[config.mk]
export PLATFORM = sky130hd
export DESIGN_NAME = lwkd_count_table
export DESIGN_NICKNAME = d
export VERILOG_FILES = /design/src/hw/rtl/lwkd_pkg.sv /design/src/hw/rtl/lwkd_count_table.sv
export SDC_FILE = /design/constraint.sdc
export NUM_CORES = 2
export LEC_CHECK = 0
export BUFFER_PORTS_ARGS = -buffer_cell sky130_fd_sc_hd__buf_2
export CORE_UTILIZATION = 59
export CTS_CLUSTER_SIZE = 16
export DETAILED_ROUTE_END_ITERATION = 16
export GPL_TIMING_DRIVEN = 1
export HOLD_SLACK_MARGIN = 0.02
export PLACE_DENSITY = 0.75
export SETUP_SLACK_MARGIN = 0.1
export SYNTH_ARGS = -nofsm -noshare
export SYNTH_HDL_FRONTEND = slang
export SYNTH_SLANG_ARGS = --single-unit
[constraint.sdc]
create_clock -name aclk -period 7.5 [get_ports aclk]
set_clock_uncertainty 0.1 [all_clocks]
set_input_delay 0.375 -clock aclk [delete_from_list [all_inputs] [get_ports aclk]]
set_output_delay 0.375 -clock aclk [all_outputs]
set_load 0.005 [all_outputs]
[src/hw/rtl/lwkd_pkg.sv]
package lwkd_pkg;

    localparam int MAX_LEN  = 4096;
    localparam int ALPHABET = 128;

    localparam int CHAR_W = 7;
    localparam int SYM_W  = $clog2(ALPHABET);
    localparam int POS_W  = $clog2(MAX_LEN);
    localparam int LEN_W  = POS_W + 1;
    localparam int DIST_W = 8;

    localparam logic [DIST_W-1:0] MAX_DISTINCT_RESET = DIST_W'(2);

    localparam int S_TDATA_W = ((CHAR_W + 7) / 8) * 8;
    localparam int M_TDATA_W = ((POS_W + LEN_W + 7) / 8) * 8;

    typedef logic [SYM_W-1:0] sym_t;
    typedef logic [LEN_W-1:0] len_t;
    typedef logic [POS_W-1:0] pos_t;

    typedef struct packed {
        logic rd_en;
        sym_t rd_addr;
        logic wr_en;
        sym_t wr_addr;
        len_t wr_data;
        logic clear;
    } cnt_ctrl_t;

endpackage

[src/hw/rtl/lwkd_count_table.sv]
module lwkd_count_table
    import lwkd_pkg::*;
(
    input  logic      aclk,
    input  logic      aresetn,
    input  cnt_ctrl_t ctrl,
    output len_t      rd_count
);

    len_t                  mem [ALPHABET];
    logic [ALPHABET-1:0]   valid_reg;
    len_t                  rd_data_reg;
    logic                  rd_valid_reg;

    always_ff @(posedge aclk) begin
        if (ctrl.wr_en) begin
            mem[ctrl.wr_addr] <= ctrl.wr_data;
        end
        if (ctrl.rd_en) begin
            rd_data_reg <= mem[ctrl.rd_addr];
        end
    end

    always_ff @(posedge aclk) begin
        if (!aresetn) begin
            valid_reg    <= '0;
            rd_valid_reg <= 1'b0;
        end else begin
            if (ctrl.clear) begin
                valid_reg <= '0;
            end else if (ctrl.wr_en) begin
                valid_reg[ctrl.wr_addr] <= 1'b1;
            end
            if (ctrl.rd_en) begin
                rd_valid_reg <= valid_reg[ctrl.rd_addr];
            end
        end
    end

    assign rd_count = rd_valid_reg ? rd_data_reg : '0;

endmodule

# Word level (Yosys, flattened, before mapping)
# Memory sizes are Yosys's and may differ from the RTL's. A register that Yosys moved wholly into a read port is not among the register bits.
# Index checks and enable logic that the tools add are counted.
[totals]
ff_bits = 129
mem_bits_rw = 1664
input_bits = 32
word_cells = 17
memories = 1
[classes]
magnitude_cmp = 3
mux = 7
bitwise = 2
reduce_logical = 2
[memory_table]
columns = ["memory", "words", "width", "rd", "rd_clocked_by_memory_dff", "wr", "line_no", "source"]
rows = [
  ["mem", 128, 13, 1, 1, 1, "lwkd_count_table.sv:10", "len_t mem [ALPHABET];"],
]
[op_table]
columns = ["op", "n"]
rows = [
  ["128-bit bitwise OR", 1],
  ["7-bit by 8-bit less-than comparator with 1-bit output, second input constant", 2],
  ["13-bit two-way mux", 1],
  ["1-bit binary-select mux with 7-bit select", 1],
  ["1-bit demux with 7-bit select", 1],
  ["7-bit by 1-bit greater-or-equal comparator with 1-bit output, second input constant", 1],
  ["1-bit two-way mux", 4],
  ["2-bit OR reduction", 1],
  ["1-bit logical AND", 1],
  ["1-bit inverter", 1],
]

# Logic depth before layout (Yosys ltp)
[logic_depth]
word_depth = 5
mapped_depth = 11
mapped_depth_nobuf = 6

# Least setup slack after synthesis
# No wires, ideal clock.
[synth_path]
path_type = "input-to-reg"
startpoint = "in ctrl[22] in the netlist's numbering"
endpoint = "reg rd_data_reg[10] (read register of mem), data pin"
arrival_time_ns = 2.592
path_slack_ns = 4.555
path_stages = 7
n_path_buf = 2
cell_sequence = "buf_2 buf_1 mux4_2 mux4_2 mux4_2 nand2_1 nand2_1"
[synth_rtl]
columns = ["item", "line_no", "source"]
rows = [
  ["start: declaration", "lwkd_count_table.sv:6", "input cnt_ctrl_t ctrl,"],
  ["end: declaration", "lwkd_count_table.sv:12", "len_t rd_data_reg;"],
]

==> impl_metrics.csv <==
group,metric,value,unit
placed_design,place.gp.congestion,0.841,
synthesis,async_flop_share,0,
routing,drt-vias-per-instance,6.91,
synthesis,synth_cells,3087,
floorplanning,die_y,344,microns
routing,first_pass_iters,6,
global_routing,grt_pass1_wl,243000,microns
synthesis,synth_xor_area_frac,0,
routing,ant_nets,0,
synthesis,synth-compound-area-share,0.00325,
worst_setup_path,critPathKind,"input pin to flop",
synthesis,synth_edf_count,1677,
worst_setup_path,cp-startpoint,"ctrl[23]",
global_routing,grt_pass1_vias,33900,
routing,via_count,33600,
synthesis,yosys.area_share.adder,0,
synthesis,synthSimpleGateAreaFrac,0.0286,
floorplanning,ios,45,
floorplanning,die_x,344,microns
final_layout,final_cell_mix,"1677 x edfxtp_1, 571 x mux4_2, 260 x nor2_1",
timing,setup-tns-final,0,ns
cts,cts_setup_buffers,0,
timing,hold_ws,0.0543,ns
synthesis,syn-cell-area,68900,sq um
final_layout,syn_to_final_growth,11.3,%
global_routing,grt_start_max_net_pins,147,
routing,drc,0,
synthesis,synth_seq_area_share,0.768,
synthesis,syn_nets,3119,
cts,tritoncts,"built",
worst_setup_path,r2r_start,"mem[18][11]$_DFFE_PP_",
floorplanning,fp-row-count,125,
run,drv_cap,0,
synthesis,postSynthAreaPerCell,22.3,sq um
routing,wl,170000,microns
final_layout,fill_cells,7045,
routing,first_iter_violations,4832,
final_layout,mostFrequentLayoutCell,"edfxtp_1",
cts,cts_buffer_depth,3,
worst_setup_path,slowest_delay,0.90,ns
placed_design,numPortBuffers,44,
final_layout,design_area,76700,sq um
final_layout,fin_util,0.661,
floorplanning,initial_utilization,0.594,
cts,path_clk_slew,0.06,ns
routing,avgRoutedWirePerCell,35.0,microns
worst_setup_path,worst-path-max-fanout,99,
placed_design,placed_area,71100,sq um
power,p_per_area,268,nW/um^2
final_layout,layout.nets,3220,
global_routing,grt_overflow,0,
synthesis,yosysWarnings,0,
cts,root_buffer,"clkbuf_16",
timing,tightest_slew,1.47,ns
timing,setup_violations,0,
synthesis,synth_flop_cell,"edfxtp_1",
timing,clock.fmax,287,MHz
final_layout,drive_gt1_frac,0.308,
cts,cts_hold_buf,10,
cts,insertion_delay,0.78,ns
synthesis,muxShareOfSynthArea,0.190,
timing,drv_slew,0,
min_path,worstHoldPathType,"input pin to flop",
timing,hold_viol_final,0,
power,vdd_drop_max,0.000210,V
timing,rsz0062_at_grt,"false",
synthesis,synth_top_family_by_area,"multiplexers",
worst_setup_path,critPathSlowestCell,"buf_4",
cts,cts_resized,0,
worst_setup_path,cp_data_required_time,7.93,ns
timing,finalCriticalPeriod,3.48,ns
worst_setup_path,arrival,3.91,ns
cts,cts_buffers,172,
worst_setup_path,startpoint_type,"input pin",
min_path,holdCritStartpoint,"ctrl[13]",
global_routing,antenna_found_initial,23,
worst_setup_path,cp-end-kind,"flop",
power,p_leak,23.7,nW
cts,cts_sinks,1806,
timing,period_share,0.465,
global_routing,gr-usage-all-layers,0.296,
synthesis,yosysUniqueCellTypes,39,
worst_setup_path,worstPathCellList,"buf_8 -> buf_4 -> mux4_2 -> mux4_2 -> mux4_2 -> nand2_1 -> nand2_1",
final_layout,largest_register_ffs,1664,
placed_design,dp_hpwl,92100,microns
outcome,outcome,"finished clean",
cts,cts_max_level,4,
synthesis,ys_ff_latch,1806,
floorplanning,dieArea,118000,sq um
worst_setup_path,cp_common_cell,"mux4_2",
floorplanning,core_area,116000,sq um
timing,maxSlewHeadroom,0.0169,
## path summary, 6_finish.rpt
| kind | end | slack, ns | cells after the start |
|---|---|---|---|
| min reg2reg | valid_reg[74]$_SDFFE_PP0P_ | 0.37 | 1 |
| min | mem[125][12]$_DFFE_PP_ | 0.05 | 1 |
| max reg2reg | rd_data_reg[11]$_DFFE_PP_ | 4.78 | 5 |
| max | rd_data_reg[8]$_DFFE_PP_ | 4.02 | 7 |
## stage by stage
step,std cells,setup slack [ns],power [mW]
after CTS,4861,4.12,20.6
after global routing,4862,3.95,21.0
after floorplan,3087,4.55,11.8
after global placement,4528,3.30,12.2
after detailed placement,4528,3.28,12.2
final,4865,4.02,20.5
## cells in the mapped netlist, types with 4 or more instances
cell type,instances,share of area
inv_1,4,0.00022
a22oi_1,7,0.00076
o21a_1,6,0.00065
dfxtp_1,129,0.037
buf_4,6,0.00065
edfxtp_1,1677,0.73
nor2_1,380,0.021
nor2b_1,9,0.00082
or2_2,5,0.00045
and2_1,14,0.0013
buf_1,24,0.0013
nand3_1,15,0.0011
mux2i_1,18,0.0026
a31oi_1,4,0.00036
clkbuf_1,82,0.0045
buf_2,49,0.0036
mux4_2,571,0.19
nand2_1,54,0.0029
## metal layers
layer	vias up	global-route usage	share of wire
li1	13000	-	-
met1	17700	0.411	0.36
met2	2414	0.457	0.48
met3	429	0.0836	0.13
met4	32	0.105	0.036
met5	-	0	0.0011
## power by group
part           internal [mW]  switching (mW)
clock                   4.79            3.71
sequential              11.0          0.0173
combinational          0.381           0.599
total                   16.2            4.33
## kinds of logic (layout without fill, tap and decap cells)
| group | count (synthesis) | count (layout) |
|---|---|---|
| mux | 592 | 592 |
| flops | 1806 | 1806 |
| compound gates | 31 | 31 |
| simple gates | 490 | 490 |
| other cells | 0 | 4 |
| buf+inv | 168 | 418 |
## layout make-up
type | count | area [sq um] | share of cell area
Sequential cell | 1806 | 52900 | 0.690
Multi-Input combinational cell | 1113 | 15600 | 0.203
Clock buffer | 235 | 4780 | 0.0622
Tap cell | 1524 | 1910 | 0.0248
Clock inverter | 88 | 756 | 0.00985
Timing Repair Buffer | 89 | 748 | 0.00975
Inverter | 6 | 30.0 | 0.000391
Antenna cell | 4 | 10.0 | 0.000130
## worst max-delay path, delay by kind of cell
| kind | cells | cell delay [ns] |
|---|---|---|
| multiplexers | 3 | 1.53 |
| buffers and inverters | 2 | 1.47 |
| AND/OR/NAND/NOR | 2 | 0.33 |
Power figures use the tool's default switching activity.
